## src/hdl/kvzc_pkg.sv

```systemverilog
// Shared types and constants for the key/velocity zone classifier.
package kvzc_pkg;

    localparam int MAX_ZONES_DEFAULT = 16;

    localparam logic [2:0] REQ_APPEND  = 3'd0;
    localparam logic [2:0] REQ_INSERT  = 3'd1;
    localparam logic [2:0] REQ_REMOVE  = 3'd2;
    localparam logic [2:0] REQ_CLEAR   = 3'd3;
    localparam logic [2:0] REQ_RESOLVE = 3'd4;
    localparam logic [2:0] REQ_READ    = 3'd5;

    typedef struct packed {
        logic [6:0] key_lo;
        logic [6:0] key_hi;
        logic [6:0] vel_lo;
        logic [6:0] vel_hi;
        logic [7:0] chain;
    } zone_entry_t;

endpackage

```

## src/hdl/key_velocity_zone_classifier_top.sv

```systemverilog
// Zone table with append/insert/remove/clear/read and first-match note resolve.
//
//  channel | direction | handshake          | payload
//  s_      | in        | s_valid / s_ready  | request type, index, zone, note
//  m_      | out       | m_valid / m_ready  | ok, index, count, entry fields
//
// One request at a time; one range comparator and one table read port are shared.
// Per request, m_valid rises as s_ready returns.
// Append, clear and bad requests go straight to the result; read waits on the table.
// Insert moves entries index..count-1 up one at a time, then writes the zone;
// remove moves the entries above index down; resolve scans up from entry 0 until a hit.
// Synchronous active-low reset empties the table; a stalled m_ side holds
// the sequencer in its final state while the next request may still wait.
module key_velocity_zone_classifier_top #(
    parameter int MAX_ZONES = kvzc_pkg::MAX_ZONES_DEFAULT
) (
    input  logic       aclk,
    input  logic       aresetn,
    input  logic       s_valid,
    output logic       s_ready,
    input  logic [2:0] s_req_type,
    input  logic [4:0] s_zone_index,
    input  logic [6:0] s_low_key,
    input  logic [6:0] s_high_key,
    input  logic [6:0] s_low_velocity,
    input  logic [6:0] s_high_velocity,
    input  logic [7:0] s_chain_number,
    input  logic [6:0] s_note_key,
    input  logic [6:0] s_note_velocity,
    output logic       m_valid,
    input  logic       m_ready,
    output logic       m_ok,
    output logic [3:0] m_result_index,
    output logic [4:0] m_zone_count,
    output logic [6:0] m_entry_low_key,
    output logic [6:0] m_entry_high_key,
    output logic [6:0] m_entry_low_velocity,
    output logic [6:0] m_entry_high_velocity,
    output logic [7:0] m_entry_chain
);

    localparam int AW = (MAX_ZONES > 1) ? $clog2(MAX_ZONES) : 1;
    localparam int CW = $clog2(MAX_ZONES + 1);
    localparam int XW = ((CW > 5) ? CW : 5) + 1;
    localparam int RW = (AW > 4) ? AW : 4;
    localparam int NW = (CW > 5) ? CW : 5;

    localparam logic [3:0] S_IDLE      = 4'd0;
    localparam logic [3:0] S_EXEC      = 4'd1;
    localparam logic [3:0] S_UP_RD     = 4'd2;
    localparam logic [3:0] S_UP_WR     = 4'd3;
    localparam logic [3:0] S_INS_WR    = 4'd4;
    localparam logic [3:0] S_DN_RD     = 4'd5;
    localparam logic [3:0] S_DN_WR     = 4'd6;
    localparam logic [3:0] S_SCAN_RD   = 4'd7;
    localparam logic [3:0] S_SCAN_CMP  = 4'd8;
    localparam logic [3:0] S_READ_WAIT = 4'd9;
    localparam logic [3:0] S_DONE      = 4'd10;

    kvzc_pkg::zone_entry_t mem [MAX_ZONES];

    logic [3:0]            state_reg, state_next;
    logic [CW-1:0]         total_reg, total_next;
    logic                  m_valid_reg, m_valid_next;
    logic [AW-1:0]         ptr_reg, ptr_next;
    logic [2:0]            req_reg, req_next;
    logic [4:0]            idx_reg, idx_next;
    kvzc_pkg::zone_entry_t zone_reg, zone_next;
    logic [6:0]            note_key_reg, note_key_next;
    logic [6:0]            note_vel_reg, note_vel_next;
    logic                  ok_reg, ok_next;
    logic [AW-1:0]         res_reg, res_next;
    kvzc_pkg::zone_entry_t entry_reg, entry_next;
    kvzc_pkg::zone_entry_t rd_data_reg;
    logic                  m_ok_reg, m_ok_next;
    logic [3:0]            m_res_reg, m_res_next;
    logic [4:0]            m_count_reg, m_count_next;
    kvzc_pkg::zone_entry_t m_entry_reg, m_entry_next;

    logic                  mem_we;
    logic [AW-1:0]         mem_waddr;
    logic [AW-1:0]         mem_raddr;
    kvzc_pkg::zone_entry_t mem_wdata;

    logic [AW-1:0] idx_a, ptr_inc, ptr_dec;
    logic [XW-1:0] idx_x, total_x, ptr_x, max_x;
    logic [RW-1:0] res_ext;
    logic [NW-1:0] count_ext;
    logic          hit;

    assign idx_a     = AW'(idx_reg);
    assign ptr_inc   = ptr_reg + AW'(1);
    assign ptr_dec   = ptr_reg - AW'(1);
    assign idx_x     = XW'(idx_reg);
    assign total_x   = XW'(total_reg);
    assign ptr_x     = XW'(ptr_reg);
    assign max_x     = XW'(MAX_ZONES);
    assign res_ext   = RW'(res_reg);
    assign count_ext = NW'(total_reg);

    assign hit = (note_key_reg >= rd_data_reg.key_lo)
              && (note_key_reg <= rd_data_reg.key_hi)
              && (note_vel_reg >= rd_data_reg.vel_lo)
              && (note_vel_reg <= rd_data_reg.vel_hi);

    always_comb begin
        state_next    = state_reg;
        total_next    = total_reg;
        m_valid_next  = m_valid_reg;
        ptr_next      = ptr_reg;
        req_next      = req_reg;
        idx_next      = idx_reg;
        zone_next     = zone_reg;
        note_key_next = note_key_reg;
        note_vel_next = note_vel_reg;
        ok_next       = ok_reg;
        res_next      = res_reg;
        entry_next    = entry_reg;
        m_ok_next     = m_ok_reg;
        m_res_next    = m_res_reg;
        m_count_next  = m_count_reg;
        m_entry_next  = m_entry_reg;
        mem_we        = 1'b0;
        mem_waddr     = ptr_reg;
        mem_wdata     = zone_reg;
        mem_raddr     = ptr_reg;

        if (m_valid_reg && m_ready) begin
            m_valid_next = 1'b0;
        end

        case (state_reg)
            S_IDLE: begin
                if (s_valid) begin
                    req_next         = s_req_type;
                    idx_next         = s_zone_index;
                    zone_next.key_lo = s_low_key;
                    zone_next.key_hi = s_high_key;
                    zone_next.vel_lo = s_low_velocity;
                    zone_next.vel_hi = s_high_velocity;
                    zone_next.chain  = s_chain_number;
                    note_key_next    = s_note_key;
                    note_vel_next    = s_note_velocity;
                    state_next       = S_EXEC;
                end
            end
            S_EXEC: begin
                ok_next    = 1'b0;
                res_next   = '0;
                entry_next = '0;
                state_next = S_DONE;
                case (req_reg)
                    kvzc_pkg::REQ_APPEND: begin
                        if (total_x < max_x) begin
                            mem_we     = 1'b1;
                            mem_waddr  = AW'(total_reg);
                            res_next   = AW'(total_reg);
                            total_next = total_reg + CW'(1);
                            ok_next    = 1'b1;
                        end
                    end
                    kvzc_pkg::REQ_INSERT: begin
                        if (total_x < max_x && idx_x <= total_x) begin
                            ptr_next = AW'(total_reg);
                            if (idx_x == total_x) begin
                                state_next = S_INS_WR;
                            end else begin
                                state_next = S_UP_RD;
                            end
                        end
                    end
                    kvzc_pkg::REQ_REMOVE: begin
                        if (idx_x < total_x) begin
                            ptr_next = idx_a;
                            if (idx_x + XW'(1) < total_x) begin
                                state_next = S_DN_RD;
                            end else begin
                                total_next = total_reg - CW'(1);
                                ok_next    = 1'b1;
                            end
                        end
                    end
                    kvzc_pkg::REQ_CLEAR: begin
                        total_next = '0;
                        ok_next    = 1'b1;
                    end
                    kvzc_pkg::REQ_RESOLVE: begin
                        ptr_next = '0;
                        if (total_reg != '0) begin
                            state_next = S_SCAN_RD;
                        end
                    end
                    kvzc_pkg::REQ_READ: begin
                        if (idx_x < total_x) begin
                            mem_raddr  = idx_a;
                            state_next = S_READ_WAIT;
                        end
                    end
                    default: begin
                    end
                endcase
            end
            S_UP_RD: begin
                mem_raddr  = ptr_dec;
                state_next = S_UP_WR;
            end
            S_UP_WR: begin
                mem_we    = 1'b1;
                mem_waddr = ptr_reg;
                mem_wdata = rd_data_reg;
                ptr_next  = ptr_dec;
                if (ptr_dec == idx_a) begin
                    state_next = S_INS_WR;
                end else begin
                    state_next = S_UP_RD;
                end
            end
            S_INS_WR: begin
                mem_we     = 1'b1;
                mem_waddr  = idx_a;
                mem_wdata  = zone_reg;
                total_next = total_reg + CW'(1);
                res_next   = idx_a;
                ok_next    = 1'b1;
                state_next = S_DONE;
            end
            S_DN_RD: begin
                mem_raddr  = ptr_inc;
                state_next = S_DN_WR;
            end
            S_DN_WR: begin
                mem_we    = 1'b1;
                mem_waddr = ptr_reg;
                mem_wdata = rd_data_reg;
                ptr_next  = ptr_inc;
                if (ptr_x + XW'(2) < total_x) begin
                    state_next = S_DN_RD;
                end else begin
                    total_next = total_reg - CW'(1);
                    ok_next    = 1'b1;
                    state_next = S_DONE;
                end
            end
            S_SCAN_RD: begin
                mem_raddr  = ptr_reg;
                state_next = S_SCAN_CMP;
            end
            S_SCAN_CMP: begin
                if (hit) begin
                    ok_next          = 1'b1;
                    res_next         = ptr_reg;
                    entry_next.chain = rd_data_reg.chain;
                    state_next       = S_DONE;
                end else if (ptr_x + XW'(1) < total_x) begin
                    ptr_next   = ptr_inc;
                    state_next = S_SCAN_RD;
                end else begin
                    state_next = S_DONE;
                end
            end
            S_READ_WAIT: begin
                entry_next = rd_data_reg;
                res_next   = idx_a;
                ok_next    = 1'b1;
                state_next = S_DONE;
            end
            S_DONE: begin
                if (!m_valid_reg || m_ready) begin
                    m_valid_next = 1'b1;
                    m_ok_next    = ok_reg;
                    m_res_next   = res_ext[3:0];
                    m_count_next = count_ext[4:0];
                    m_entry_next = entry_reg;
                    state_next   = S_IDLE;
                end
            end
            default: begin
                state_next = S_IDLE;
            end
        endcase
    end

    always_ff @(posedge aclk) begin
        if (!aresetn) begin
            state_reg   <= S_IDLE;
            total_reg   <= '0;
            m_valid_reg <= 1'b0;
        end else begin
            state_reg   <= state_next;
            total_reg   <= total_next;
            m_valid_reg <= m_valid_next;
        end
    end

    always_ff @(posedge aclk) begin
        ptr_reg      <= ptr_next;
        req_reg      <= req_next;
        idx_reg      <= idx_next;
        zone_reg     <= zone_next;
        note_key_reg <= note_key_next;
        note_vel_reg <= note_vel_next;
        ok_reg       <= ok_next;
        res_reg      <= res_next;
        entry_reg    <= entry_next;
        m_ok_reg     <= m_ok_next;
        m_res_reg    <= m_res_next;
        m_count_reg  <= m_count_next;
        m_entry_reg  <= m_entry_next;
    end

    always_ff @(posedge aclk) begin
        if (mem_we) begin
            mem[mem_waddr] <= mem_wdata;
        end
        rd_data_reg <= mem[mem_raddr];
    end

    assign s_ready               = (state_reg == S_IDLE);
    assign m_valid               = m_valid_reg;
    assign m_ok                  = m_ok_reg;
    assign m_result_index        = m_res_reg;
    assign m_zone_count          = m_count_reg;
    assign m_entry_low_key       = m_entry_reg.key_lo;
    assign m_entry_high_key      = m_entry_reg.key_hi;
    assign m_entry_low_velocity  = m_entry_reg.vel_lo;
    assign m_entry_high_velocity = m_entry_reg.vel_hi;
    assign m_entry_chain         = m_entry_reg.chain;

endmodule

```

## config.mk

```make
export PLATFORM = sky130hd
export DESIGN_NAME = key_velocity_zone_classifier_top
export DESIGN_NICKNAME = d
export VERILOG_FILES = /design/src/hdl/kvzc_pkg.sv /design/src/hdl/key_velocity_zone_classifier_top.sv
export SDC_FILE = /design/constraint.sdc
export NUM_CORES = 1
export LEC_CHECK = 0
export BUFFER_PORTS_ARGS = -buffer_cell sky130_fd_sc_hd__buf_2
export CORE_MARGIN = 2
export CORE_UTILIZATION = 39
export DETAILED_ROUTE_END_ITERATION = 10
export SYNTH_ARGS = -nofsm -noshare
export SYNTH_HDL_FRONTEND = slang
export SYNTH_SLANG_ARGS = --single-unit
```

## constraint.sdc

```tcl
create_clock -name aclk -period 8.2 [get_ports aclk]
set_input_delay 0.41 -clock aclk [delete_from_list [all_inputs] [get_ports aclk]]
set_output_delay 0.41 -clock aclk [all_outputs]
set_load 0.01 [all_outputs]
```

==> flow_results.xml <==
<?xml version="1.0" encoding="UTF-8"?>
<metrics>
  <group name="grt">
    <metric name="globalRoute.totalOverflow" unit="">0</metric>
    <metric name="pin_count_of_the_biggest_net_entering_global_routing" unit="">145</metric>
    <metric name="antenna_found_initial" unit="">4</metric>
    <metric name="vias_in_the_first_global_route" unit="">19903</metric>
    <metric name="grt_first_pass_wirelength" unit="mm">126</metric>
    <metric name="global_route_usage_over_all_layers" unit="%">20.2</metric>
  </group>
  <group name="finish">
    <metric name="n_antenna_cell" unit="">0</metric>
    <metric name="largest_reg_flops" unit="">576</metric>
    <metric name="nFillCells" unit="">7111</metric>
    <metric name="top_register_by_number_of_flip_flops" unit="">mem</metric>
    <metric name="final_cell_count_no_fill" unit="">3565</metric>
    <metric name="drive_gt1_share" unit="%">14.7</metric>
    <metric name="num-nets-final" unit="">2554</metric>
    <metric name="synthToLayoutAreaGrowth" unit="%">15.9</metric>
    <metric name="layout.core_utilization" unit="%">45.6</metric>
  </group>
  <group name="logic_synthesis">
    <metric name="synthTopCellsByCount" unit="">sky130_fd_sc_hd__edfxtp_1 (725), sky130_fd_sc_hd__nand2_1 (288), sky130_fd_sc_hd__and3_1 (220)</metric>
    <metric name="netlist_area" unit="sq mm">0.0317</metric>
    <metric name="yosysTopAreaCellShare" unit="%">68.6</metric>
    <metric name="async_reset_ff_share" unit="%">0</metric>
    <metric name="synth.avg_cell_area" unit="sq um">13.8</metric>
    <metric name="synth_sequential_area_ratio" unit="%">71.5</metric>
    <metric name="synthDominantAreaCellType" unit="">sky130_fd_sc_hd__edfxtp_1</metric>
    <metric name="yosys_register_bits" unit="">771</metric>
    <metric name="netlist_instances" unit="">2294</metric>
    <metric name="synth_ff_type" unit="">sky130_fd_sc_hd__edfxtp_1</metric>
    <metric name="synth_top_cells_by_area" unit="">sky130_fd_sc_hd__edfxtp_1 (69%), sky130_fd_sc_hd__and3_1 (4.3%), sky130_fd_sc_hd__nand2_1 (3.4%), sky130_fd_sc_hd__a211oi_1 (3.0%), sky130_fd_sc_hd__dfxtp_1 (2.9%)</metric>
    <metric name="synth-edff-count" unit="">725</metric>
    <metric name="synthDistinctLibCells" unit="">67</metric>
    <metric name="yosysMostFrequentCell" unit="">sky130_fd_sc_hd__edfxtp_1</metric>
    <metric name="ys_warnings" unit="">0</metric>
    <metric name="synth_nets" unit="">2410</metric>
  </group>
  <group name="critical_path">
    <metric name="r2r_slack" unit="ns">3.52</metric>
    <metric name="critical-path-slowest-cell" unit="">sky130_fd_sc_hd__and3_4</metric>
    <metric name="timing.rr.start" unit="">state_reg[1]</metric>
    <metric name="cp_data_required_time" unit="ns">8.78</metric>
    <metric name="cp.arrival" unit="ns">5.26</metric>
    <metric name="type_of_destination_of_the_critical_path" unit="">flip-flop</metric>
    <metric name="setup.worst_path.class" unit="">flip-flop to flip-flop</metric>
    <metric name="r2r.worst_path.cells" unit="">8</metric>
    <metric name="startpoint_type" unit="">flip-flop</metric>
    <metric name="critical-path-max-stage-delay" unit="ns">1.00</metric>
    <metric name="crit_path_cell_trace" unit="">nor3b_4, o21ai_1, a21oi_4, and3_4, buf_4, nand2_1, a221oi_1, or4_1</metric>
    <metric name="largest_fanout_of_any_net_on_the_critical_path" unit="">75</metric>
    <metric name="reg2reg_to" unit="">rd_data_reg[26]</metric>
  </group>
  <group name="floorplan">
    <metric name="chipWidth" unit="microns">289</metric>
    <metric name="floorplan.initialDensity" unit="%">39.4</metric>
    <metric name="floorplan.core_area" unit="sq mm">0.0805</metric>
    <metric name="die-height" unit="microns">289</metric>
    <metric name="ioPinCount" unit="">110</metric>
    <metric name="die-area" unit="sq mm">0.0836</metric>
    <metric name="floorplan.rows" unit="">104</metric>
  </group>
  <group name="drt">
    <metric name="drt-pass1-iter-count" unit="">6</metric>
    <metric name="totalWireLength" unit="mm">84.7</metric>
    <metric name="post_drt_wl_per_cell" unit="microns">23.8</metric>
    <metric name="viasPerCell" unit="">5.64</metric>
    <metric name="final_antenna_net_count" unit="">0</metric>
    <metric name="drt_iter0_markers" unit="">2025</metric>
    <metric name="route.detailed.drc" unit="">0</metric>
    <metric name="via_count" unit="">20124</metric>
  </group>
  <group name="placement">
    <metric name="number_of_cells_after_detailed_placement" unit="">3358</metric>
    <metric name="port_buffers" unit="">109</metric>
    <metric name="gp_routability_congestion" unit="">0.875</metric>
    <metric name="place.detailed.hpwl" unit="mm">46.4</metric>
  </group>
  <group name="sta">
    <metric name="max_clock_freq" unit="MHz">213</metric>
    <metric name="fin_crit" unit="ns">4.68</metric>
    <metric name="hold_viol" unit="">0</metric>
    <metric name="fin_tns_setup" unit="ns">0</metric>
    <metric name="rsz_0062_raised_after_global_routing" unit="">no</metric>
    <metric name="worst_slew_margin_rel" unit="%">22.2</metric>
    <metric name="actual_slew_at_the_worst_max_slew_pin" unit="ns">1.16</metric>
    <metric name="worst_hold_margin" unit="ns">0.169</metric>
    <metric name="final_setup_violating_endpoints" unit="">0</metric>
    <metric name="skew" unit="ns">0.0356</metric>
    <metric name="period_share" unit="%">57.1</metric>
    <metric name="timing.final.max_slew_violations" unit="">0</metric>
  </group>
  <group name="clock_tree">
    <metric name="cts_tree" unit="">done</metric>
    <metric name="clkSlewWorstSetupHoldPaths" unit="ns">0.06</metric>
    <metric name="clkLatencyLatePin" unit="ns">0.65</metric>
    <metric name="cts-htree-levels" unit="">3</metric>
    <metric name="cts.repair.resized" unit="">0</metric>
    <metric name="clockRootBuffer" unit="">sky130_fd_sc_hd__clkbuf_16</metric>
    <metric name="cts_buffer_depth" unit="">3</metric>
    <metric name="cts.sinks" unit="">771</metric>
    <metric name="cts_buffers" unit="">80</metric>
  </group>
  <group name="hold_path">
    <metric name="holdCritStartpoint" unit="">s_valid</metric>
    <metric name="timing.hold.worst_endpoint" unit="">state_reg[0]</metric>
    <metric name="hold-path-cell-count" unit="">3</metric>
    <metric name="hp-class" unit="">input port to flip-flop</metric>
  </group>
  <group name="power_and_ir_drop">
    <metric name="leakage_power_total" unit="nW">13.1</metric>
    <metric name="power_per_cell_area" unit="mW/mm^2">402</metric>
    <metric name="worst_ir_drop_vdd" unit="uV">371</metric>
  </group>
  <group name="flow_run">
    <metric name="maxCapViolations" unit="">0</metric>
  </group>
  <group name="status">
    <metric name="run_status" unit="">finished, final reports clean</metric>
  </group>
</metrics>
[repair_timing]
| item | 4_1_cts | 5_1_grt |
|---|---|---|
| hold endpoints to repair | 58 | 0 |
| hold buffers | 58 | 0 |
| setup buffers | 0 | 0 |
[per-layer routing]
metal	up-vias	GRT usage (%)	wire (microns)
met3	145	2.57	5940
met4	0	6.68	2330
met2	771	33.2	40200
met5	-	0	0
li1	9096	-	-
met1	10112	27.9	36200
[through the flow]
stage / power [mW] / worst slack (ns) / instance area [sq um]
2_1_floorplan: 9.28 / 3.61 / 31700
3_5_place_dp: 11.1 / 3.55 / 33400
5_1_grt: 15.6 / 3.13 / 36800
3_3_place_gp: 11.0 / 3.58 / 33400
6_report: 14.8 / 3.52 / 36800
4_1_cts: 14.8 / 3.51 / 36800
[power breakdown]
| part | switching [mW] | internal [mW] |
|---|---|---|
| combinational | 3.83 | 1.79 |
| clock | 1.51 | 2.23 |
| sequential | 0.347 | 5.07 |
[worst max-delay path by stage]
stage / start / end / slack (ns) / cells past startpoint
finish: state_reg[1] / rd_data_reg[26] / 3.52 / 8
global route: state_reg[1] / rd_data_reg[20] / 3.13 / 8
CTS: count_ext[3] / rd_data_reg[16] / 3.51 / 11
detailed placement: count_ext[3] / rd_data_reg[16] / 3.55 / 11
global placement: count_ext[2] / rd_data_reg[16] / 3.58 / 11
floorplan: state_reg[0] / m_entry_chain[0] / 3.61 / 3
[cell families (layout without fill, tap and decap cells)]
family,after synthesis,in the layout,share of synthesized area [%]
flip-flops,771,771,71.5
AO/OA/AOI/OAI,418,418,9.40
buffers and inverters,205,416,2.88
AND/OR/NAND/NOR,814,814,13.1
XOR/XNOR,13,13,0.359
multiplexers,19,19,0.651
adder cells (fa/ha/maj),54,54,2.13
[critical path: cells and delay by family (launching register included)]
kind            cells  cell delay (ns)
compound gates      3             1.38
buf+inv             1             0.78
flops               1             0.76
simple gates        4             1.66
[layout make-up]
type,count,area [sq um],area share [%]
inverter,45,169,0.459
sequential,771,22700,61.7
clock inverter,41,515,1.40
multi-input combinational,1318,8290,22.6
tap,1060,1330,3.61
clock buffer,108,2220,6.04
timing repair buffer,222,1550,4.22
[cells in the final DEF, fill, tap and decap left out, types with 6 or more instances in the layout]
| cell | count |
|---|---|
| sky130_fd_sc_hd__a211oi_1 | 125 |
| sky130_fd_sc_hd__a211oi_2 | 26 |
| sky130_fd_sc_hd__a21o_1 | 12 |
| sky130_fd_sc_hd__a21oi_1 | 100 |
| sky130_fd_sc_hd__a221oi_1 | 42 |
| sky130_fd_sc_hd__a22oi_1 | 9 |
| sky130_fd_sc_hd__and3_1 | 219 |
| sky130_fd_sc_hd__buf_2 | 109 |
| sky130_fd_sc_hd__buf_4 | 54 |
| sky130_fd_sc_hd__bufinv_16 | 10 |
| sky130_fd_sc_hd__clkbuf_1 | 19 |
| sky130_fd_sc_hd__clkbuf_16 | 82 |
| sky130_fd_sc_hd__clkbuf_8 | 7 |
| sky130_fd_sc_hd__clkinv_1 | 9 |
| sky130_fd_sc_hd__clkinv_2 | 11 |
| sky130_fd_sc_hd__dfxtp_1 | 46 |
| sky130_fd_sc_hd__dlygate4sd3_1 | 58 |
| sky130_fd_sc_hd__edfxtp_1 | 725 |
| sky130_fd_sc_hd__ha_1 | 54 |
| sky130_fd_sc_hd__inv_1 | 45 |
| sky130_fd_sc_hd__mux2_2 | 13 |
| sky130_fd_sc_hd__mux2i_1 | 6 |
| sky130_fd_sc_hd__nand2_1 | 287 |
| sky130_fd_sc_hd__nand2b_1 | 11 |
| sky130_fd_sc_hd__nand3_1 | 88 |
| sky130_fd_sc_hd__nand4_1 | 6 |
| sky130_fd_sc_hd__nor2_1 | 23 |
| sky130_fd_sc_hd__nor2_4 | 17 |
| sky130_fd_sc_hd__nor2b_1 | 12 |
| sky130_fd_sc_hd__nor3_1 | 83 |
| sky130_fd_sc_hd__o21a_1 | 10 |
| sky130_fd_sc_hd__o21ai_0 | 46 |
| sky130_fd_sc_hd__o21ai_1 | 8 |
| sky130_fd_sc_hd__or4_1 | 36 |
| sky130_fd_sc_hd__xnor2_1 | 7 |
| sky130_fd_sc_hd__xor2_1 | 6 |
Power figures use the tool's default switching activity.
